==> src/design/tip_pkg.sv <==
`default_nettype none
// ---------------------------------------------------------------------------
// tip_pkg
// shared constants, types and character helpers of the text to integer parser
// ---------------------------------------------------------------------------
package tip_pkg;

    localparam int VALUE_BITS_DEF = 64;
    localparam int MAX_LEN_DEF    = 4095;

    localparam int CHAR_W       = 8;
    localparam int BASE_W       = 6;
    localparam int DIGIT_W      = 7;
    localparam int OFFSET_W     = 12;
    localparam int VALUE_PORT_W = 64;
    localparam int M_TDATA_W    = 80;
    localparam int M_TUSER_W    = 2;
    localparam int CFG_IDX_W    = 8;

    localparam logic [CFG_IDX_W-1:0] CFG_NUMBER_BASE = 8'd0;
    localparam logic [CFG_IDX_W-1:0] CFG_SIGNED_MODE = 8'd1;

    localparam logic [BASE_W-1:0] BASE_AUTO     = 6'd0;
    localparam logic [BASE_W-1:0] BASE_OCT      = 6'd8;
    localparam logic [BASE_W-1:0] BASE_DEC      = 6'd10;
    localparam logic [BASE_W-1:0] BASE_HEX      = 6'd16;
    localparam logic [BASE_W-1:0] BASE_RESET    = BASE_DEC;

    localparam logic [DIGIT_W-1:0] NO_DIGIT     = 7'd64;
    localparam logic [DIGIT_W-1:0] LETTER_BIAS  = 7'd10;

    localparam logic [CHAR_W-1:0] CH_TAB   = 8'h09;
    localparam logic [CHAR_W-1:0] CH_CR    = 8'h0d;
    localparam logic [CHAR_W-1:0] CH_SPACE = 8'h20;
    localparam logic [CHAR_W-1:0] CH_PLUS  = 8'h2b;
    localparam logic [CHAR_W-1:0] CH_MINUS = 8'h2d;
    localparam logic [CHAR_W-1:0] CH_0     = 8'h30;
    localparam logic [CHAR_W-1:0] CH_9     = 8'h39;
    localparam logic [CHAR_W-1:0] CH_UA    = 8'h41;
    localparam logic [CHAR_W-1:0] CH_UX    = 8'h58;
    localparam logic [CHAR_W-1:0] CH_UZ    = 8'h5a;
    localparam logic [CHAR_W-1:0] CH_LA    = 8'h61;
    localparam logic [CHAR_W-1:0] CH_LX    = 8'h78;
    localparam logic [CHAR_W-1:0] CH_LZ    = 8'h7a;

    typedef struct packed {
        logic              start;
        logic [BASE_W-1:0] base;
        logic [BASE_W-1:0] digit;
    } t_mac_req;

    typedef struct packed {
        logic busy;
        logic done;
        logic ovf;
    } t_mac_stat;

    function automatic logic [DIGIT_W-1:0] digit_of(input logic [CHAR_W-1:0] c);
        logic [DIGIT_W-1:0] d;
        d = NO_DIGIT;
        if (c >= CH_0 && c <= CH_9) begin
            d = DIGIT_W'(c - CH_0);
        end else if (c >= CH_LA && c <= CH_LZ) begin
            d = DIGIT_W'(c - CH_LA) + LETTER_BIAS;
        end else if (c >= CH_UA && c <= CH_UZ) begin
            d = DIGIT_W'(c - CH_UA) + LETTER_BIAS;
        end
        return d;
    endfunction

    function automatic logic is_space(input logic [CHAR_W-1:0] c);
        return (c == CH_SPACE) || (c >= CH_TAB && c <= CH_CR);
    endfunction

endpackage
`default_nettype wire

==> src/design/tip_mac.sv <==
`default_nettype none
// ---------------------------------------------------------------------------
// tip_mac
// shift-add multiply-accumulate unit: acc * base + digit, one base bit a cycle
// ---------------------------------------------------------------------------
module tip_mac #(
    parameter int VALUE_BITS = tip_pkg::VALUE_BITS_DEF
) (
    input  wire                       i_clk,
    input  wire                       i_rst_n,
    input  wire tip_pkg::t_mac_req    i_req,
    input  wire  [VALUE_BITS-1:0]     i_acc,
    output tip_pkg::t_mac_stat        o_stat,
    output logic [VALUE_BITS-1:0]     o_acc
);
    import tip_pkg::*;

    localparam int PROD_W = VALUE_BITS + BASE_W;
    localparam int CNT_W  = $clog2(BASE_W);
    localparam logic [CNT_W-1:0] LAST_STEP = CNT_W'(BASE_W - 1);

    logic [PROD_W-1:0] r_prod;
    logic [PROD_W-1:0] r_mcand;
    logic [BASE_W-1:0] r_mplier;
    logic [CNT_W-1:0]  r_cnt;
    logic              r_busy;
    logic              r_done;

    always_ff @(posedge i_clk) begin
        if (!i_rst_n) begin
            r_busy <= 1'b0;
            r_done <= 1'b0;
            r_cnt  <= '0;
        end else begin
            r_done <= 1'b0;
            if (i_req.start) begin
                r_prod   <= PROD_W'(i_req.digit);
                r_mcand  <= PROD_W'(i_acc);
                r_mplier <= i_req.base;
                r_cnt    <= '0;
                r_busy   <= 1'b1;
            end else if (r_busy) begin
                if (r_mplier[0]) begin
                    r_prod <= r_prod + r_mcand;
                end
                r_mcand  <= r_mcand << 1;
                r_mplier <= r_mplier >> 1;
                r_cnt    <= r_cnt + 1'b1;
                if (r_cnt == LAST_STEP) begin
                    r_busy <= 1'b0;
                    r_done <= 1'b1;
                end
            end
        end
    end

    assign o_acc       = r_prod[VALUE_BITS-1:0];
    assign o_stat.busy = r_busy;
    assign o_stat.done = r_done;
    assign o_stat.ovf  = |r_prod[PROD_W-1:VALUE_BITS];

endmodule
`default_nettype wire

==> src/design/tip_fmt.sv <==
`default_nettype none
// ---------------------------------------------------------------------------
// tip_fmt
// result former: sign, saturation and clamping of the accumulated magnitude
// ---------------------------------------------------------------------------
module tip_fmt #(
    parameter int VALUE_BITS = tip_pkg::VALUE_BITS_DEF
) (
    input  wire  [VALUE_BITS-1:0] i_acc,
    input  wire                   i_ovf,
    input  wire                   i_neg,
    input  wire                   i_signed_mode,
    output logic [VALUE_BITS-1:0] o_value,
    output logic                  o_range_error
);
    import tip_pkg::*;

    localparam logic [VALUE_BITS-1:0] SMAX = {1'b0, {(VALUE_BITS-1){1'b1}}};
    localparam logic [VALUE_BITS-1:0] SMIN = {1'b1, {(VALUE_BITS-1){1'b0}}};

    logic [VALUE_BITS-1:0] neg_acc;
    logic                  above_smin;

    assign neg_acc    = '0 - i_acc;
    assign above_smin = i_acc[VALUE_BITS-1] && (|i_acc[VALUE_BITS-2:0]);

    always_comb begin
        o_value       = i_acc;
        o_range_error = 1'b0;
        if (i_signed_mode) begin
            if (i_ovf) begin
                o_range_error = 1'b1;
                o_value       = i_neg ? SMIN : SMAX;
            end else if (i_neg) begin
                if (above_smin) begin
                    o_range_error = 1'b1;
                    o_value       = SMIN;
                end else begin
                    o_value = neg_acc;
                end
            end else if (i_acc[VALUE_BITS-1]) begin
                o_range_error = 1'b1;
                o_value       = SMAX;
            end
        end else if (i_ovf) begin
            o_range_error = 1'b1;
            o_value       = '1;
        end else if (i_neg) begin
            o_value = neg_acc;
        end
    end

endmodule
`default_nettype wire

==> src/design/text_to_integer_parser.sv <==
`default_nettype none
// ---------------------------------------------------------------------------
// text_to_integer_parser
// streaming strtoul/strtol: one string byte per transfer in, one integer out
// ---------------------------------------------------------------------------
// usage
//   slave stream: tdata carries one byte, tuser marks the first byte of a string
//   master stream: tdata carries value and end offset, tuser the two flags
//   cfg channel: index 0 number_base (0 = auto), index 1 signed_mode; always ready
// byte handling
//   white space, sign, prefix and terminating bytes need no shift-add steps
//   a digit takes the transfer, 6 steps of the shift-add unit,
//   one step per bit of the base, and a write-back step, during which
//   tready stays low
// latency
//   the result is in the output register the cycle after the byte that ends
//   the number; a new byte may be taken in that same cycle
// stall
//   while a result waits, tready follows the master tready so no result is lost
// reset
//   synchronous active low; base returns to 10, unsigned mode, no string open,
//   bytes before the first string start produce nothing
// ---------------------------------------------------------------------------
module text_to_integer_parser #(
    parameter int MAX_LEN    = tip_pkg::MAX_LEN_DEF,
    parameter int VALUE_BITS = tip_pkg::VALUE_BITS_DEF
) (
    input  wire                                i_clk,
    input  wire                                i_rst_n,
    input  wire                                i_s_tvalid,
    output logic                               o_s_tready,
    input  wire  [tip_pkg::CHAR_W-1:0]         i_s_tdata,   // [7:0] character
    input  wire                                i_s_tuser,   // [0] string_start
    output logic                               o_m_tvalid,
    input  wire                                i_m_tready,
    // [63:0] value, [75:64] end_offset, [79:76] zero
    output logic [tip_pkg::M_TDATA_W-1:0]      o_m_tdata,
    // [0] range_error, [1] digits_found
    output logic [tip_pkg::M_TUSER_W-1:0]      o_m_tuser,
    input  wire                                i_cfg_valid,
    output logic                               o_cfg_ready,
    input  wire  [tip_pkg::CFG_IDX_W-1:0]      i_cfg_index,
    input  wire  [tip_pkg::BASE_W-1:0]         i_cfg_data
);
    import tip_pkg::*;

    localparam int POS_W = $clog2(MAX_LEN + 1);
    localparam logic [POS_W-1:0] POS_MAX = POS_W'(MAX_LEN);
    localparam int PAD_W = M_TDATA_W - VALUE_PORT_W - OFFSET_W;

    typedef enum logic [2:0] {
        ST_IDLE, ST_SPACE, ST_FIRST, ST_ZERO, ST_XSEEN, ST_DIGITS, ST_DONE
    } t_state;

    t_state                r_state, n_state;
    logic [BASE_W-1:0]     r_number_base;
    logic                  r_signed_mode;
    logic [VALUE_BITS-1:0] r_acc, n_acc;
    logic                  r_ovf, n_ovf;
    logic                  r_neg, n_neg;
    logic [BASE_W-1:0]     r_base, n_base;
    logic [POS_W-1:0]      r_pos, n_pos;
    logic                  r_any, n_any;
    logic [POS_W-1:0]      r_xoff, n_xoff;

    logic                  r_out_valid;
    logic [VALUE_BITS-1:0] r_value;
    logic [OFFSET_W-1:0]   r_end;
    logic                  r_rerr;
    logic                  r_dig;

    t_mac_req              mac_req;
    t_mac_stat             mac_stat;
    logic [VALUE_BITS-1:0] mac_acc;

    logic                  s_xfer;
    logic                  emit;
    logic [POS_W-1:0]      emit_end;
    logic [VALUE_BITS-1:0] acc_cur;
    logic                  ovf_cur;
    logic [DIGIT_W-1:0]    dval;
    logic [VALUE_BITS-1:0] fmt_value;
    logic                  fmt_rerr;
    logic                  fall;

    assign o_cfg_ready = 1'b1;
    assign o_s_tready  = !mac_stat.busy && !mac_stat.done && (!r_out_valid || i_m_tready);
    assign s_xfer      = i_s_tvalid && o_s_tready;
    assign acc_cur     = mac_stat.done ? mac_acc : r_acc;
    assign ovf_cur     = r_ovf || (mac_stat.done && mac_stat.ovf);
    assign dval        = digit_of(i_s_tdata);

    always_comb begin
        n_state  = r_state;
        n_acc    = acc_cur;
        n_ovf    = ovf_cur;
        n_neg    = r_neg;
        n_base   = r_base;
        n_pos    = r_pos;
        n_any    = r_any;
        n_xoff   = r_xoff;
        emit     = 1'b0;
        emit_end = '0;
        fall     = 1'b0;
        mac_req  = '{start: 1'b0, base: '0, digit: '0};
        if (s_xfer) begin
            if (i_s_tuser) begin
                n_state = ST_SPACE;
                n_acc   = '0;
                n_ovf   = 1'b0;
                n_neg   = 1'b0;
                n_base  = r_number_base;
                n_pos   = '0;
                n_any   = 1'b0;
                n_xoff  = '0;
            end
            fall = (n_state != ST_IDLE) && (n_state != ST_DONE);
            if (fall && n_state == ST_SPACE) begin
                if (is_space(i_s_tdata)) begin
                    fall = 1'b0;
                end else begin
                    n_state = ST_FIRST;
                    if (i_s_tdata == CH_PLUS || i_s_tdata == CH_MINUS) begin
                        n_neg = (i_s_tdata == CH_MINUS);
                        fall  = 1'b0;
                    end
                end
                if (!fall) begin
                    n_pos = (n_pos < POS_MAX) ? n_pos + 1'b1 : n_pos;
                end
            end
            if (fall && n_state == ST_FIRST) begin
                if ((n_base == BASE_AUTO || n_base == BASE_HEX) && i_s_tdata == CH_0) begin
                    n_acc   = '0;
                    n_any   = 1'b1;
                    n_state = ST_ZERO;
                    n_pos   = (n_pos < POS_MAX) ? n_pos + 1'b1 : n_pos;
                    fall    = 1'b0;
                end else begin
                    if (n_base == BASE_AUTO) begin
                        n_base = BASE_DEC;
                    end
                    n_state = ST_DIGITS;
                end
            end
            if (fall && n_state == ST_ZERO) begin
                if (i_s_tdata == CH_LX || i_s_tdata == CH_UX) begin
                    n_xoff  = n_pos;
                    n_state = ST_XSEEN;
                    n_pos   = (n_pos < POS_MAX) ? n_pos + 1'b1 : n_pos;
                    fall    = 1'b0;
                end else begin
                    if (n_base == BASE_AUTO) begin
                        n_base = BASE_OCT;
                    end
                    n_state = ST_DIGITS;
                end
            end
            if (fall && n_state == ST_XSEEN) begin
                if (dval >= DIGIT_W'(BASE_HEX)) begin
                    emit     = 1'b1;
                    emit_end = n_xoff;
                    n_state  = ST_DONE;
                    fall     = 1'b0;
                end else begin
                    n_base  = BASE_HEX;
                    n_acc   = '0;
                    n_state = ST_DIGITS;
                end
            end
            if (fall) begin
                if (dval < DIGIT_W'(n_base)) begin
                    mac_req = '{start: 1'b1, base: n_base, digit: dval[BASE_W-1:0]};
                    n_any   = 1'b1;
                    n_pos   = (n_pos < POS_MAX) ? n_pos + 1'b1 : n_pos;
                end else begin
                    emit     = 1'b1;
                    emit_end = n_any ? n_pos : '0;
                    n_state  = ST_DONE;
                end
            end
        end
    end

    tip_mac #(
        .VALUE_BITS (VALUE_BITS)
    ) u_mac (
        .i_clk   (i_clk),
        .i_rst_n (i_rst_n),
        .i_req   (mac_req),
        .i_acc   (n_acc),
        .o_stat  (mac_stat),
        .o_acc   (mac_acc)
    );

    tip_fmt #(
        .VALUE_BITS (VALUE_BITS)
    ) u_fmt (
        .i_acc         (n_acc),
        .i_ovf         (n_ovf),
        .i_neg         (n_neg),
        .i_signed_mode (r_signed_mode),
        .o_value       (fmt_value),
        .o_range_error (fmt_rerr)
    );

    always_ff @(posedge i_clk) begin
        if (!i_rst_n) begin
            r_state       <= ST_IDLE;
            r_number_base <= BASE_RESET;
            r_signed_mode <= 1'b0;
            r_acc         <= '0;
            r_ovf         <= 1'b0;
            r_neg         <= 1'b0;
            r_base        <= '0;
            r_pos         <= '0;
            r_any         <= 1'b0;
            r_xoff        <= '0;
            r_out_valid   <= 1'b0;
        end else begin
            if (i_cfg_valid) begin
                if (i_cfg_index == CFG_NUMBER_BASE) begin
                    r_number_base <= i_cfg_data;
                end else if (i_cfg_index == CFG_SIGNED_MODE) begin
                    r_signed_mode <= i_cfg_data[0];
                end
            end
            r_state <= n_state;
            r_acc   <= n_acc;
            r_ovf   <= n_ovf;
            r_neg   <= n_neg;
            r_base  <= n_base;
            r_pos   <= n_pos;
            r_any   <= n_any;
            r_xoff  <= n_xoff;
            if (emit) begin
                r_out_valid <= 1'b1;
                r_value     <= fmt_value;
                r_end       <= OFFSET_W'(emit_end);
                r_rerr      <= fmt_rerr;
                r_dig       <= n_any;
            end else if (i_m_tready) begin
                r_out_valid <= 1'b0;
            end
        end
    end

    assign o_m_tvalid = r_out_valid;
    assign o_m_tdata  = {{PAD_W{1'b0}}, r_end, VALUE_PORT_W'(r_value)};
    assign o_m_tuser  = {r_dig, r_rerr};

`ifndef SYNTH
    a_no_take_while_busy: assert property (@(posedge i_clk) disable iff (!i_rst_n)
        mac_stat.busy |-> !o_s_tready)
        else $error("byte taken while the shift-add unit is busy");

    a_done_after_busy: assert property (@(posedge i_clk) disable iff (!i_rst_n)
        $fell(mac_stat.busy) |-> mac_stat.done)
        else $error("shift-add unit finished without a done pulse");

    a_no_digits_zero: assert property (@(posedge i_clk) disable iff (!i_rst_n)
        (o_m_tvalid && !o_m_tuser[1]) |-> (o_m_tdata == '0))
        else $error("result without digits carries a value or offset");

    a_rerr_needs_digits: assert property (@(posedge i_clk) disable iff (!i_rst_n)
        (o_m_tvalid && o_m_tuser[0]) |-> o_m_tuser[1])
        else $error("range error flagged without any digit");

    a_emit_slot_free: assert property (@(posedge i_clk) disable iff (!i_rst_n)
        emit |-> (!r_out_valid || i_m_tready))
        else $error("result formed while the output register is held");
`endif

endmodule
`default_nettype wire
==> config.mk <==
export PLATFORM = sky130hd
export DESIGN_NAME = text_to_integer_parser
export DESIGN_NICKNAME = d
export VERILOG_FILES = /design/src/design/tip_pkg.sv /design/src/design/tip_mac.sv /design/src/design/tip_fmt.sv /design/src/design/text_to_integer_parser.sv
export SDC_FILE = /design/constraint.sdc
export NUM_CORES = 1
export LEC_CHECK = 0
export BUFFER_PORTS_ARGS = -buffer_cell sky130_fd_sc_hd__buf_2
export CAP_MARGIN = 25
export CORE_MARGIN = 1.5
export CORE_UTILIZATION = 35
export CTS_BUF_LIST = sky130_fd_sc_hd__clkbuf_2 sky130_fd_sc_hd__clkbuf_4 sky130_fd_sc_hd__clkbuf_8
export CTS_CLUSTER_SIZE = 20
export DETAILED_ROUTE_END_ITERATION = 10
export PLACE_DENSITY = 0.52
export RECOVER_POWER = 50
export SYNTH_ARGS = -nofsm -noshare
export SYNTH_HDL_FRONTEND = slang
export SYNTH_HIERARCHICAL = 1
export SYNTH_SLANG_ARGS = --single-unit
==> constraint.sdc <==
create_clock -name i_clk -period 20.3 [get_ports i_clk]
set_input_delay 2.03 -clock i_clk [delete_from_list [all_inputs] [get_ports i_clk]]
set_output_delay 2.03 -clock i_clk [all_outputs]
set_load 0.005 [all_outputs]
Word level (Yosys, flattened, before mapping)
Index checks and enable logic that the tools add are counted.
{"block": "totals", "regBits": 337, "wordCells": 232, "out_inout_bits": 85, "input_bits": 28}
{"block": "op_classes", "n_lt_le_gt_ge": 14, "n_eq_ne": 14, "reduce_logical": 40, "add_sub_neg": 12, "mux": 126, "bitwise": 3}
{"op": "64-bit 2-to-1 mux", "count": 15}
{"op": "12-bit 2-to-1 mux", "count": 25}
{"op": "70-bit 2-to-1 mux", "count": 3}
{"op": "6-bit 2-to-1 mux", "count": 15}
{"op": "70-bit adder", "count": 1}
{"op": "1-bit by 64-bit subtractor with 64-bit output (first input constant)", "count": 1}
{"op": "63-bit 2-to-1 mux", "count": 1}
{"op": "63-bit OR reduction", "count": 1}
{"op": "12-bit by 1-bit adder with 12-bit output (second input constant)", "count": 4}
{"op": "12-bit < comparator (second input constant)", "count": 4}
{"op": "1-bit 2-to-1 mux", "count": 47}
{"op": "13-bit 2-to-1 mux", "count": 3}
{"op": "3-bit 2-to-1 mux", "count": 13}
{"op": "8-bit by 6-bit equality test with 1-bit output (second input constant)", "count": 4}
{"op": "7-bit 2-to-1 mux", "count": 3}
{"op": "8-bit by 7-bit equality test with 1-bit output (second input constant)", "count": 2}
{"op": "8-bit by 7-bit greater-or-equal comparator with 1-bit output (second input constant)", "count": 2}
{"op": "8-bit by 7-bit <= comparator with 1-bit output (second input constant)", "count": 2}
{"op": "1-bit logical AND", "count": 15}
{"op": "7-bit by 4-bit adder with 7-bit output (second input constant)", "count": 2}
{"op": "7-bit subtractor (second input constant)", "count": 2}
{"op": "6-bit zero test", "count": 2}
{"op": "8-bit by 1-bit equality test with 1-bit output (second input constant)", "count": 1}
{"op": "8-bit by 4-bit greater-or-equal comparator with 1-bit output (second input constant)", "count": 1}
{"op": "24 further kinds", "count": 40}

Depth between registers and ports, before layout
Gate-level depths: netlist (run 1).
{"block": "logic_depth", "ltp_word": 30, "depth_mapped": 27, "ltp_nobuf": 26}

Hierarchy
Netlist (run 1), hierarchy kept.
{"mod": "tip_mac", "area_per_inst_um2": 10586.4, "cells_per_inst": 1040, "seq_area_each_um2": 4484.3, "instances": 1}
{"mod": "text_to_integer_parser", "area_per_inst_um2": 10293.6, "cells_per_inst": 1105, "seq_area_each_um2": 4504.3, "instances": 1}
{"mod": "tip_fmt", "area_per_inst_um2": 3335.7, "cells_per_inst": 575, "seq_area_each_um2": 0.0, "instances": 1}

Worst setup path after synthesis (run 1)
No wires, ideal clock.
{"block": "synth_path", "path_kind": "input to register", "from": "input port i_s_tdata[1] (netlist name)", "to": "register r_dig (enable)", "path_stages": 18, "n_path_buf": 1, "arrival_time_ps": 11370, "slack_ps": 8317, "setup_time_ps": 612, "required_ps": 19688, "cell_sequence": "inv_1 -> ha_1 -> or4b_1 -> a21o_1 -> a21o_1 -> and2_1 -> a221o_2 -> a2111oi_1 -> o21ai_4 -> and2_1 -> ha_1 -> and4_1 -> o21ai_0 -> a31oi_1 -> a2111oi_4 -> nor3b_1 -> clkbuf_1 -> nor3_1"}
{"block": "synth_via", "elab_chain_len": 24, "elab_cells_between_ends": 78, "classes_between": "5 x add/sub; 10 x order compare; 9 x eq/ne; 41 x mux; 13 x reduce/logical"}
{"element": "from (decl)", "line": "text_to_integer_parser.sv:32", "text": "input wire [tip_pkg::CHAR_W-1:0] i_s_tdata,"}
{"element": "8-bit by 4-bit greater-or-equal comparator with 1-bit output, or another cell as far along", "line": "tip_pkg.sv:72", "text": "return (c == CH_SPACE) || (c >= CH_TAB && c <= CH_CR);"}
{"element": "1-bit logical AND / 1-bit logical OR (equally long branches)", "line": "tip_pkg.sv:72, text_to_integer_parser.sv:123"}
{"element": "1-bit logical OR / 1-bit 2-to-1 mux (equally long branches)", "line": "tip_pkg.sv:72, text_to_integer_parser.sv:123"}
{"element": "1-bit 2-to-1 mux", "line": "text_to_integer_parser.sv:119", "text": "if (is_space(i_s_tdata)) begin"}
{"element": "1-bit 2-to-1 mux", "line": "text_to_integer_parser.sv:118", "text": "if (fall && n_state == ST_SPACE) begin"}
{"element": "1-bit 2-to-1 mux", "line": "text_to_integer_parser.sv:106", "text": "if (s_xfer) begin"}
{"element": "1-bit 2-to-1 mux", "line": "text_to_integer_parser.sv:118"}
{"element": "1-bit 2-to-1 mux", "line": "text_to_integer_parser.sv:106"}
{"element": "[... 8 more ...]"}
{"element": "1-bit logical AND", "line": "text_to_integer_parser.sv:159", "text": "if (fall && n_state == ST_XSEEN) begin"}
{"element": "6-bit 2-to-1 mux", "line": "text_to_integer_parser.sv:159"}
{"element": "6-bit 2-to-1 mux", "line": "text_to_integer_parser.sv:106"}
{"element": "7-bit by 6-bit < comparator with 1-bit output", "line": "text_to_integer_parser.sv:172", "text": "if (dval < DIGIT_W'(n_base)) begin"}
{"element": "1-bit 2-to-1 mux", "line": "text_to_integer_parser.sv:172"}
{"element": "1-bit 2-to-1 mux (*)", "line": "text_to_integer_parser.sv:171", "text": "if (fall) begin"}
{"element": "1-bit 2-to-1 mux (*)", "line": "text_to_integer_parser.sv:106"}
{"element": "2-bit AND reduction (no source line) (*)"}
{"element": "to (signal assigned)", "line": "text_to_integer_parser.sv:241", "text": "r_dig <= n_any;"}
{"element": "to (decl)", "line": "text_to_integer_parser.sv:70", "text": "logic r_dig;"}
Mark *: on every way between the ends. The rest lies on a longest branch, timed or not. The select of a mux whose other input is x is not followed.
A chain may end at the register's enable or synchronous reset.

Worst setup path in the final report (run 1)
{"block": "layout_path", "from": "input port i_s_tuser", "to": "register r_value[55] (data pin)"}
{"block": "layout_via", "elab_chain_len": 27, "elab_cells_between_ends": 63, "classes_between": "1 x add/sub; 6 x eq/ne; 45 x mux; 11 x reduce/logical"}
{"element": "from (decl)", "line": "text_to_integer_parser.sv:33", "text": "input wire i_s_tuser,"}
{"element": "3-bit 2-to-1 mux", "line": "text_to_integer_parser.sv:107", "text": "if (i_s_tuser) begin"}
{"element": "3-bit 2-to-1 mux", "line": "text_to_integer_parser.sv:106"}
{"element": "3-bit inequality test / 3-bit nonzero test (equally long branches)", "line": "text_to_integer_parser.sv:117", "text": "fall = (n_state != ST_IDLE) && (n_state != ST_DONE);"}
{"element": "1-bit logical AND", "line": "text_to_integer_parser.sv:117"}
{"element": "1-bit 2-to-1 mux", "line": "text_to_integer_parser.sv:123", "text": "if (i_s_tdata == CH_PLUS || i_s_tdata == CH_MINUS) begin"}
{"element": "1-bit 2-to-1 mux", "line": "text_to_integer_parser.sv:119"}
{"element": "1-bit 2-to-1 mux", "line": "text_to_integer_parser.sv:118"}
{"element": "1-bit 2-to-1 mux", "line": "text_to_integer_parser.sv:106"}
{"element": "[... 9 more ...]"}
{"element": "3-bit equality test", "line": "text_to_integer_parser.sv:159"}
{"element": "1-bit logical AND", "line": "text_to_integer_parser.sv:159"}
{"element": "64-bit 2-to-1 mux (*)", "line": "text_to_integer_parser.sv:159"}
{"element": "64-bit 2-to-1 mux (*)", "line": "text_to_integer_parser.sv:106"}
{"element": "net n_acc[41]", "line": "text_to_integer_parser.sv:58", "text": "logic [VALUE_BITS-1:0] r_acc, n_acc;"}
{"element": "parallel branches: the longest is 5 deep, another holds 1-bit by 64-bit subtractor with 64-bit output"}
{"element": "64-bit 2-to-1 mux (*)", "line": "tip_fmt.sv:30", "text": "if (i_signed_mode) begin"}
{"element": "net fmt_value[55]", "line": "text_to_integer_parser.sv:82", "text": "logic [VALUE_BITS-1:0] fmt_value;"}
{"element": "to (signal assigned)", "line": "text_to_integer_parser.sv:238", "text": "r_value <= fmt_value;"}
{"element": "to (decl)", "line": "text_to_integer_parser.sv:67", "text": "logic [VALUE_BITS-1:0] r_value;"}
Mark *: on every way through the listed nets, which the timed path passes. The select of a mux whose other input is x is not followed.

==> flow_summary_export.csv, run 1 <==
group,metric,value,unit
status,outcome,"complete, but fails checks",
status,failing_checks,"capacitance limit, slew limit",
finish,design_area,26440,sq um
timing,timing.clock.skew,0.04249,ns
yosys,synth_top_area_cell,"sky130_fd_sc_hd__edfxtp_1",
placed_design,dpl_worst_slack,10.49,ns
floorplan,die_height,266.0,um
global_routing,grt_antenna_before_repair,3,
power_and_ir_drop,power_per_cell_area,68.74,nW/um^2
detailed_routing,highest-signal-layer,"met4",
power_and_ir_drop,worst_voltage_drop_across_the_vdd_grid,0.03128,mV
detailed_routing,final_antenna_net_count,0,
timing,setup_violations,0,
floorplan,dieArea,70770,sq um
setup_path,worst_r2r_endpoint,"r_value[55]",
yosys,synthesis.area_per_instance,8.903,sq um
clock_network,cts_made_buffers,66,
finish,num-fill-cells,6942,
setup_path,data_required_time_of_the_worst_path,20.76,ns
global_routing,grt_pass1_vias,20670,
placed_design,detailedPlacementHpwl,61030,um
detailed_routing,met2RoutedLength,36070,um
power_and_ir_drop,finalPower,1.817,mW
finish,mostFrequentLayoutCells,"sky130_fd_sc_hd__nor2_1 (334), sky130_fd_sc_hd__edfxtp_1 (224), sky130_fd_sc_hd__a21oi_1 (211)",
timing,max_freq,0.07379,GHz
global_routing,grt_pass1_wl,127300,um
detailed_routing,routed_len_inst,22.70,um
setup_path,rrSetupSlack,9.05,ns
finish,layout-drive-gt1-share,0.1320,
yosys,ys_async_sr_fraction,0,
finish,net_count_reported_at_finish,2832,
finish,final_util,0.3855,
floorplan,number_of_top_level_pins,113,
setup_path,worst-path-max-fanout,75,
setup_path,timing.critical_path.buf_inv,3,
detailed_routing,met1_wire_length,40360,um
yosys,ys.warnings.count,6,
setup_path,end_kind,"flip-flop",
placed_design,numPlacedInstances,3574,
global_routing,grt_start_max_net_pins,79,
floorplan,core_area,68590,sq um
setup_path,cp.arrival,14.01,ns
global_routing,gr-total-overflow,0,
detailed_routing,wl,83930,um
hold_path,min_to,"u_mac/r_done",
setup_path,crit_top_cell,"sky130_fd_sc_hd__clkbuf_1",
placed_design,portBuffers,107,
setup_path,cp_slowest_stage_delay,2.40,ns
clock_network,htree_num_levels,3,
detailed_routing,wl_met3,5643,um
clock_network,cts.reportedPaths.clkPinSlew,0.06,ns
setup_path,worst_path_max_delay_cell,"sky130_fd_sc_hd__clkbuf_1",
detailed_routing,routed-via-count,21750,
detailed_routing,viasPerCell,5.883,
finish,mostFrequentLayoutCell,"sky130_fd_sc_hd__nor2_1",
hold_path,holdCritPathClass,"reg2reg",
timing,final.setup.tns,0,ns
yosys,synth_cell_type_count,130,
timing,final_max_slew_viol_count,462,
clock_network,tritoncts,"built",
floorplan,dieWidth,266.0,um
yosys,synthesis.instances,2720,
yosys,synth_top_flop_cell,"sky130_fd_sc_hd__edfxtp_1",
setup_path,r2r.worst_path.cells,16,
clock_network,cts_sinks,337,
timing,post-route-min-period,13.55,ns
yosys,post_synth_instance_area,24220,sq um
setup_path,startpoint_type,"input port",
timing,relative_slew_margins,-1.811,
clock_network,post-cts-setup-buffer-count,0,
clock_network,cts-hold-fix-buffers,0,
clock_network,post_cts.resized_instances,0,
yosys,yosysSeqAreaShare,0.3712,
detailed_routing,detail_route.first_pass.iterations,6,
placed_design,place_area,25120,sq um
hold_path,worstHoldStart,"u_mac/r_cnt[2]",
yosys,synth.top_cells.by_area,"sky130_fd_sc_hd__edfxtp_1 (28%), sky130_fd_sc_hd__dfxtp_1 (9.3%), sky130_fd_sc_hd__nor2_1 (5.2%)",
detailed_routing,route.detailed.drc,0,
power_and_ir_drop,leakagePower,9.649,nW
finish,finish.cell_count_without_fillers,3697,
flow_run,max-cap-violations,9,
finish,layout-area-overhead-vs-synth,9.171,%
timing,grt_setup_unrepaired,"false",
clock_network,insertion_delay,0.66,ns
global_routing,grt_util_all_layers,0.2313,
timing,post-route-period-util,0.6676,
setup_path,critical_path_start_end_classification,"in2reg",
floorplan,initial_core_util,0.3531,
setup_path,critical_path.startpoint,"i_s_tuser",
yosys,synth_top_area_frac,0.2778,
timing,final_worst_setup_slack,6.748,ns
timing,worst_pin_slew,4.217,ns
floorplan,core.rowCount,96,
clock_network,cts_buffer_depth,3,
hold_path,hold_depth,2,
timing,hold-worst-slack,0.4607,ns
timing,timing_hold_violations_final,0,
setup_path,regToRegStartpoint,"r_state[0]",
setup_path,worst_path_dominant_cell_family,"buffers and inverters",
clock_network,cts_root_buffer,"sky130_fd_sc_hd__clkbuf_8",
detailed_routing,drc_violation_total_after_the_first_tritonroute_iteration,2199,
placed_design,replace_congestion,0.9414,
yosys,flip_flop_and_latch_count_after_synthesis,337,
setup_path,crit_path_cell_chain,"clkbuf_1 > nor2_1 > a2bb2oi_1 > nand2_1 > a211o_1 > a2111oi_0 > o21ai_0 > a31oi_4 > clkbuf_1 > clkbuf_1 > nor2_1 > or3_1 > nor3_2 > or4b_2 > nor4_2 > o21ai_0 > a22oi_1",
yosys,synth_edf_count,224,
-- final cells by class --
| class | count | area (sq um) | area share |
|---|---|---|---|
| multi-input cells | 2100 | 13790 | 0.5217 |
| flip-flops and latches | 337 | 8992 | 0.3401 |
| clock buffers | 96 | 1209 | 0.04572 |
| well taps | 931 | 1165 | 0.04406 |
| repair buffers | 157 | 820.8 | 0.03105 |
| clock inverters | 24 | 260.3 | 0.009844 |
| inverters | 51 | 195.2 | 0.007383 |
| diodes | 1 | 2.502 | 0.00009466 |
-- flip-flops by register name, indices dropped and copies added, names as in the netlist, 3 cells and up --
signal,count
u_mac/r_mcand,70
u_mac/r_prod,70
r_acc,64
r_value,64
r_end,12
r_pos,12
r_xoff,12
r_base,6
r_number_base,6
u_mac/r_mplier,6
r_state,3
u_mac/r_cnt,3
-- report_power, final --
group	internal, mW	switching [mW]
sequential	0.771	0.0194
combinational	0.0891	0.167
clock	0.448	0.323
total	1.31	0.509
-- cells in the mapped netlist (9+ instances only) --
| cell | instances |
|---|---|
| sky130_fd_sc_hd__nand3_1 | 64 |
| sky130_fd_sc_hd__nand2b_1 | 16 |
| sky130_fd_sc_hd__clkbuf_1 | 118 |
| sky130_fd_sc_hd__o2111ai_1 | 9 |
| sky130_fd_sc_hd__nor2b_1 | 26 |
| sky130_fd_sc_hd__nand2_1 | 184 |
| sky130_fd_sc_hd__o21bai_1 | 21 |
| sky130_fd_sc_hd__o211ai_1 | 12 |
| sky130_fd_sc_hd__a22oi_1 | 18 |
| sky130_fd_sc_hd__or4_1 | 18 |
| sky130_fd_sc_hd__o22ai_1 | 9 |
| sky130_fd_sc_hd__o21ai_1 | 18 |
| sky130_fd_sc_hd__o21ai_0 | 120 |
| sky130_fd_sc_hd__inv_1 | 49 |
| sky130_fd_sc_hd__and3_1 | 30 |
| sky130_fd_sc_hd__mux2i_1 | 89 |
| sky130_fd_sc_hd__a31oi_1 | 29 |
| sky130_fd_sc_hd__xor2_1 | 42 |
| sky130_fd_sc_hd__nand4_1 | 43 |
| sky130_fd_sc_hd__o31ai_1 | 14 |
| sky130_fd_sc_hd__a211oi_1 | 33 |
| sky130_fd_sc_hd__a211o_1 | 13 |
| sky130_fd_sc_hd__dfxtp_1 | 113 |
| sky130_fd_sc_hd__and2_1 | 29 |
| sky130_fd_sc_hd__edfxtp_1 | 224 |
| sky130_fd_sc_hd__ha_1 | 90 |
| sky130_fd_sc_hd__nor4_1 | 33 |
| sky130_fd_sc_hd__buf_2 | 21 |
| sky130_fd_sc_hd__a21oi_1 | 212 |
| sky130_fd_sc_hd__mux2_2 | 83 |
| sky130_fd_sc_hd__buf_1 | 13 |
| sky130_fd_sc_hd__buf_4 | 78 |
| sky130_fd_sc_hd__nor3_1 | 141 |
| sky130_fd_sc_hd__or3_1 | 23 |
| sky130_fd_sc_hd__xnor2_1 | 64 |
| sky130_fd_sc_hd__a21o_1 | 54 |
| sky130_fd_sc_hd__nor2_1 | 336 |
-- worst reg2reg max path, stage by stage (launching register included) --
cell and delay [ns]:
sky130_fd_sc_hd__dfxtp_1 0.50, sky130_fd_sc_hd__nor2_1 0.17, sky130_fd_sc_hd__a2bb2oi_1 0.69, sky130_fd_sc_hd__nand2_1 0.27
sky130_fd_sc_hd__a211o_1 0.43, sky130_fd_sc_hd__a2111oi_0 0.35, sky130_fd_sc_hd__o21ai_0 0.48, sky130_fd_sc_hd__a31oi_4 0.31
sky130_fd_sc_hd__clkbuf_1 2.40, sky130_fd_sc_hd__clkbuf_1 1.97, sky130_fd_sc_hd__nor2_1 0.86, sky130_fd_sc_hd__or3_1 0.74
sky130_fd_sc_hd__nor3_2 0.50, sky130_fd_sc_hd__or4b_2 0.68, sky130_fd_sc_hd__nor4_2 0.32, sky130_fd_sc_hd__o21ai_0 0.17
sky130_fd_sc_hd__a22oi_1 0.24
-- routing by layer --
metal | vias to the layer above | GRT usage
met5 | - | 0
met4 | 0 | 0.06542
met3 | 130 | 0.03789
met2 | 817 | 0.3487
met1 | 10730 | 0.3383
li1 | 10080 | -
-- how the worst max path moves through the flow --
stage	slack, ns	endpoint	depth (start not counted)
after floorplan	8.32	r_dig	18
after global placement	10.54	r_pos[9]	24
after detailed placement	10.49	r_pos[8]	24
after CTS	11.17	r_pos[8]	24
after global routing	5.99	r_value[29]	17
final	6.75	r_value[55]	17
-- kinds of logic (layout without fill, tap and decap cells) --
| kind of cell | count (synthesis) | after routing | synth area share |
|---|---|---|---|
| AO/OA/AOI/OAI | 703 | 703 | 0.1962 |
| XOR/XNOR | 106 | 106 | 0.03834 |
| adder cells (fa/ha/maj) | 91 | 91 | 0.04733 |
| buffers and inverters | 286 | 328 | 0.05880 |
| flip-flops | 337 | 337 | 0.3712 |
| multiplexers | 173 | 173 | 0.07585 |
| other | 2 | 6 | 0.0003101 |
| AND/OR/NAND/NOR | 1022 | 1022 | 0.2119 |
(Power assumes the default switching activity.)
==> inputs of run 2 (changes only) <==
clock period = 12.6 ns   (was 20.3 ns; I/O delays follow)
==> run 2 against run 1 <==
Net effect:
- the flow still finishes with violations (capacitance limit, slew limit)
- first-iteration DRC count barely moved
- sequential share of layout area fell by 0.10 points
- clock skew rose by 0.0046 ns
- combinational power rose by 63%
- worst setup slack got worse by 4.3 ns
- register-to-register slack got worse by 4.4 ns
- via count fell by 0.42%
- non-clock buffer count fell by 1
- power rose by 61%
- wire length fell by 1.1%
- final area rose by 0.29%
- die area did not move
- critical path type unchanged
- highest routed layer unchanged
==> flow_summary_export.csv, run 2 (same netlist as run 1, synthesis figures left out) <==
group,metric,value,unit
status,outcome,"complete, but fails checks",
status,failing_checks,"capacitance limit, slew limit",
timing,final_max_slew_viol_count,207,
clock_network,cts-hold-fix-buffers,0,
floorplan,dieArea,70770,sq um
power_and_ir_drop,worst_voltage_drop_across_the_vdd_grid,0.05310,mV
detailed_routing,wl,83050,um
power_and_ir_drop,leakagePower,9.687,nW
clock_network,cts_buffer_depth,3,
detailed_routing,drc_violation_total_after_the_first_tritonroute_iteration,2197,
timing,final.setup.tns,0,ns
setup_path,regToRegStartpoint,"r_number_base[0]",
timing,grt_setup_unrepaired,"false",
placed_design,numPlacedInstances,3574,
floorplan,dieWidth,266.0,um
clock_network,post-cts-setup-buffer-count,0,
global_routing,grt_antenna_before_repair,2,
finish,multiInputGateArea,13820,sq um
floorplan,core.rowCount,96,
hold_path,worstHoldStart,"r_xoff[6]",
global_routing,grt_pass1_vias,20630,
finish,final_util,0.3866,
global_routing,grt_util_all_layers,0.2290,
setup_path,startpoint_type,"input port",
timing,post-route-min-period,10.10,ns
finish,reg_top3,"u_mac/r_mcand: 70 flops, u_mac/r_prod: 70 flops",
setup_path,worst_path_dominant_cell_family,"simple AND/OR/NAND/NOR gates",
setup_path,end_kind,"flip-flop",
floorplan,die_height,266.0,um
finish,layout-drive-gt1-share,0.1343,
floorplan,number_of_top_level_pins,113,
setup_path,timing.critical_path.buf_inv,4,
finish,finish.cell_count_without_fillers,3702,
hold_path,holdCritPathClass,"reg2reg",
timing,setup_violations,0,
setup_path,crit_path_cell_chain,"clkbuf_1 > clkinv_1 > nand2_1 > inv_1 > ha_1 > and2_1 > and4_1 > nor3_2 > o2111ai_1 > xor2_1 > nor3_1 > a41oi_1 > xnor2_1 > ha_1 > inv_1 > or4_4 > o21ai_0 > xnor2_1 > ha_1 > nand2_1 > or4_1 > a211oi_1 > a211o_1 > a21oi_2",
detailed_routing,detail_route.first_pass.iterations,6,
clock_network,cts_made_buffers,68,
global_routing,gr-total-overflow,0,
hold_path,hold_depth,2,
placed_design,replace_congestion,0.9501,
setup_path,cp_slowest_stage_delay,1.25,ns
placed_design,detailedPlacementHpwl,60180,um
flow_run,max-cap-violations,5,
finish,mostFrequentLayoutCells,"sky130_fd_sc_hd__nor2_1 (333), sky130_fd_sc_hd__edfxtp_1 (224), sky130_fd_sc_hd__a21oi_1 (211)",
setup_path,critical_path_start_end_classification,"in2reg",
setup_path,cp.arrival,10.59,ns
setup_path,worst-path-max-fanout,40,
timing,timing_hold_violations_final,0,
detailed_routing,final_antenna_net_count,0,
power_and_ir_drop,power_per_cell_area,110.4,nW/um^2
setup_path,r2r.worst_path.cells,19,
clock_network,tritoncts,"built",
finish,num-fill-cells,6897,
global_routing,grt_start_max_net_pins,129,
detailed_routing,routed_len_inst,22.43,um
finish,ff_latch_area,8992,sq um
setup_path,worst_path_max_delay_cell,"sky130_fd_sc_hd__clkbuf_1",
finish,mostFrequentLayoutCell,"sky130_fd_sc_hd__nor2_1",
clock_network,cts_root_buffer,"sky130_fd_sc_hd__clkbuf_8",
detailed_routing,viasPerCell,5.851,
timing,timing.clock.skew,0.04707,ns
clock_network,insertion_delay,0.66,ns
clock_network,htree_num_levels,3,
setup_path,crit_top_cell,"sky130_fd_sc_hd__ha_1",
clock_network,post_cts.resized_instances,0,
setup_path,data_required_time_of_the_worst_path,13.08,ns
placed_design,portBuffers,107,
finish,net_count_reported_at_finish,2833,
global_routing,grt_pass1_wl,126000,um
timing,relative_slew_margins,-1.860,
timing,max_freq,0.09899,GHz
setup_path,timing.critical_path.depth,24,
detailed_routing,routed-via-count,21660,
clock_network,cts.reportedPaths.clkPinSlew,0.06,ns
finish,layout-area-overhead-vs-synth,9.492,%
detailed_routing,route.detailed.drc,0,
timing,worst_pin_slew,4.289,ns
clock_network,cts_sinks,337,
floorplan,core_area,68590,sq um
floorplan,initial_core_util,0.3531,
setup_path,critical_path.startpoint,"i_s_tuser",
timing,post-route-period-util,0.8018,
-- run 2: cell count changes in the layout (fill, tap and decap cells not counted), sizes merged, moves of 2 or more --
cell,change
buf,-2
bufinv,-3
clkbuf,+13
clkinv,-4
clkinvlp,-3
inv,+3
-- run 2: cell type report --
class                           instances  share of cell area
Clock buffer                          108             0.05040
Antenna cell                            2           0.0001888
Sequential cell                       337              0.3392
Timing Repair Buffer                  156             0.03152
Multi-Input combinational cell       2100              0.5211
Inverter                               51            0.007503
Clock inverter                         17            0.006182
Tap cell                              931             0.04393
-- run 2: per-layer routing --
layer / wire length (um) / vias up / GRT usage
met5: 0 / - / 0
met4: 2154 / 0 / 0.07233
met3: 5250 / 145 / 0.03401
met2: 35730 / 793 / 0.3431
met1: 39910 / 10620 / 0.3361
li1: - / 10100 / -
-- run 2: final timing paths --
path	to	slack (ns)
max	r_pos[8]	2.50
min	r_xoff[6]	0.47
max reg2reg	u_mac/r_mcand[42]	4.64
min reg2reg	r_xoff[6]	0.47
-- run 2: where the power goes --
group | total (mW) | switching, mW | leakage, nW | internal [mW]
Sequential | 1.27 | 0.0293 | 2.99 | 1.24
Clock | 1.24 | 0.523 | 0.798 | 0.720
Combinational | 0.416 | 0.271 | 5.90 | 0.145
Total | 2.93 | 0.823 | 9.69 | 2.11
-- run 2: worst min-delay path: stages, from the launching register on --
cell and delay, ns:
sky130_fd_sc_hd__dfxtp_1 0.31, sky130_fd_sc_hd__nand2_1 0.05, sky130_fd_sc_hd__a21oi_1 0.06
-- run 2: metrics by stage --
| stage | power (mW) | hold slack (ns) | cell area (sq um) | worst slack, ns |
|---|---|---|---|---|
| after floorplan | 1.589 | 0.4366 | 24230 | 1.387 |
| after global placement | 1.702 | 0.4429 | 25120 | 3.806 |
| after detailed placement | 1.707 | 0.4617 | 25130 | 3.725 |
| after CTS | 2.970 | 0.4704 | 26630 | 4.367 |
| after global routing | 3.060 | 0.5012 | 26510 | 1.795 |
| final | 2.928 | 0.4668 | 26510 | 2.498 |
==> inputs of run 3 (changes only) <==
clock period = 10.3 ns   (was 12.6 ns; I/O delays follow)
==> run 3 against run 2 <==
Net effect:
- clock skew is 0.025 ns higher
- critical path type unchanged
- sequential cell count stayed put
- worst hold slack worse by 0.011 ns
- critical path depth shrank 4
- final area is 0.66% lower
- the run still ends with capacitance limit, slew limit left
- wire length shrank 1.1%
==> flow_summary_export.csv, run 3 (same netlist as run 1, synthesis figures left out) <==
group,metric,value,unit
status,outcome,"complete, but fails checks",
status,failing_checks,"capacitance limit, slew limit",
setup_path,cp.arrival,9.01,ns
clock_network,post_cts.resized_instances,0,
finish,net_count_reported_at_finish,2836,
timing,worst_pin_slew,3.067,ns
timing,max_freq,0.1150,GHz
global_routing,gr-total-overflow,0,
setup_path,startpoint_type,"input port",
clock_network,htree_num_levels,2,
timing,grt_setup_unrepaired,"false",
finish,mostFrequentLayoutCell,"sky130_fd_sc_hd__nor2_1",
detailed_routing,routed_len_inst,22.21,um
placed_design,replace_congestion,0.9225,
clock_network,cts.reportedPaths.clkPinSlew,0.06,ns
timing,post-route-min-period,8.696,ns
power_and_ir_drop,leakagePower,9.641,nW
global_routing,grt_util_all_layers,0.2268,
global_routing,grt_antenna_before_repair,4,
placed_design,detailedPlacementHpwl,60560,um
detailed_routing,viasPerCell,5.881,
floorplan,number_of_top_level_pins,113,
clock_network,cts_root_buffer,"sky130_fd_sc_hd__clkbuf_8",
detailed_routing,final_antenna_net_count,0,
finish,design_area,26340,sq um
finish,layout-drive-gt1-share,0.1301,
timing,relative_slew_margins,-1.044,
global_routing,grt_pass1_wl,126200,um
detailed_routing,routed-via-count,21760,
clock_network,cts_made_buffers,60,
setup_path,end_kind,"flip-flop",
power_and_ir_drop,finalPower,3.409,mW
timing,setup_violations,0,
finish,num-fill-cells,6984,
floorplan,initial_core_util,0.3531,
clock_network,post-cts-setup-buffer-count,0,
global_routing,grt_pass1_vias,20780,
floorplan,dieArea,70770,sq um
detailed_routing,route.detailed.drc,0,
floorplan,dieWidth,266.0,um
setup_path,worst-path-max-fanout,46,
timing,timing_hold_violations_final,0,
timing,final_max_slew_viol_count,235,
floorplan,die_height,266.0,um
finish,reg_top3,"u_mac/r_mcand: 70 flops, u_mac/r_prod: 70 flops",
setup_path,critical_path_start_end_classification,"in2reg",
placed_design,portBuffers,107,
timing,final.setup.tns,0,ns
clock_network,cts_sinks,337,
timing,timing.clock.skew,0.07251,ns
finish,final_util,0.3840,
detailed_routing,drc_violation_total_after_the_first_tritonroute_iteration,2273,
finish,layout-area-overhead-vs-synth,8.768,%
power_and_ir_drop,power_per_cell_area,129.4,nW/um^2
clock_network,cts_buffer_depth,3,
power_and_ir_drop,worst_voltage_drop_across_the_vdd_grid,0.09436,mV
detailed_routing,wl,82160,um
timing,post-route-period-util,0.8443,
floorplan,core.rowCount,96,
detailed_routing,detail_route.first_pass.iterations,6,
floorplan,core_area,68590,sq um
finish,mostFrequentLayoutCells,"sky130_fd_sc_hd__nor2_1 (334), sky130_fd_sc_hd__edfxtp_1 (224), sky130_fd_sc_hd__a21oi_1 (211)",
setup_path,data_required_time_of_the_worst_path,10.61,ns
hold_path,holdCritPathClass,"reg2reg",
placed_design,place_area,25220,sq um
global_routing,grt_start_max_net_pins,129,
flow_run,max-cap-violations,4,
clock_network,insertion_delay,0.73,ns
clock_network,cts-hold-fix-buffers,0,
clock_network,tritoncts,"built",
==> run 3: changes by cell type in the layout (fill, tap and decap cells not counted), moves of 6 or more <==
| cell | change |
|---|---|
| sky130_fd_sc_hd__clkinv_1 | +9 |
| sky130_fd_sc_hd__clkbuf_4 | -8 |
| sky130_fd_sc_hd__clkinv_2 | +6 |
| sky130_fd_sc_hd__clkbuf_8 | -18 |
| sky130_fd_sc_hd__buf_4 | +8 |
==> run 3: final timing paths <==
path         cells past startpoint              from                to  slack [ns]
max                             20         i_s_tuser  u_mac/r_prod[58]        1.60
min                              2         r_xoff[3]         r_xoff[3]        0.46
max reg2reg                     19  r_number_base[2]  u_mac/r_prod[58]        2.15
min reg2reg                      2         r_xoff[3]         r_xoff[3]        0.46
==> run 3: metrics by stage <==
| step | hold WS, ns | std cells | setup slack [ns] |
|---|---|---|---|
| after floorplan | 0.4366 | 2723 | 0.4255 |
| after global placement | 0.4459 | 3583 | 1.872 |
| after detailed placement | 0.4476 | 3585 | 1.694 |
| after CTS | 0.4570 | 3698 | 2.422 |
| after global routing | 0.4831 | 3700 | 1.013 |
| final | 0.4555 | 3700 | 1.604 |
==> run 3: where the power goes <==
group	total, mW	switching, mW	leakage, nW	internal, mW
Clock	1.35	0.619	0.681	0.733
Combinational	0.504	0.328	5.97	0.176
Sequential	1.55	0.0348	2.99	1.52
Total	3.41	0.982	9.64	2.43
==> run 3: per-layer routing <==
layer,GRT usage,vias to the layer above,share of wire
met1,0.3327,10640,0.47
li1,-,10090,-
met5,0,-,0
met4,0.06588,0,0.024
met3,0.03216,142,0.068
met2,0.3437,896,0.44
==> run 3: layout make-up <==
class | count | area, sq um | share of cell area
Clock inverter | 31 | 261.5 | 0.009928
Sequential cell | 337 | 8989 | 0.3413
Tap cell | 931 | 1165 | 0.04423
Inverter | 51 | 196.4 | 0.007458
Clock buffer | 82 | 1028 | 0.03905
Antenna cell | 1 | 2.502 | 0.00009501
Timing Repair Buffer | 167 | 888.4 | 0.03373
Multi-Input combinational cell | 2100 | 13810 | 0.5242
==> run 3: worst max-delay path: stages <==
cell                        delay [ns]
sky130_fd_sc_hd__buf_2            0.56
sky130_fd_sc_hd__or4b_1           0.52
sky130_fd_sc_hd__and2_0           0.22
sky130_fd_sc_hd__or3_1            0.35
sky130_fd_sc_hd__a31oi_1          0.56
sky130_fd_sc_hd__a211o_1          0.33
sky130_fd_sc_hd__a2111oi_0        0.11
sky130_fd_sc_hd__o21ai_0          0.49
sky130_fd_sc_hd__o211ai_1         0.38
sky130_fd_sc_hd__ha_1             0.40
sky130_fd_sc_hd__o21ai_0          0.18
sky130_fd_sc_hd__a31oi_1          0.10
sky130_fd_sc_hd__a2111oi_4        0.51
sky130_fd_sc_hd__nor3b_1          0.23
sky130_fd_sc_hd__clkbuf_1         0.51
sky130_fd_sc_hd__nand2_1          0.39
sky130_fd_sc_hd__inv_6            0.53
sky130_fd_sc_hd__o21ai_0          0.30
sky130_fd_sc_hd__nor2_4           0.73
sky130_fd_sc_hd__buf_4            0.50
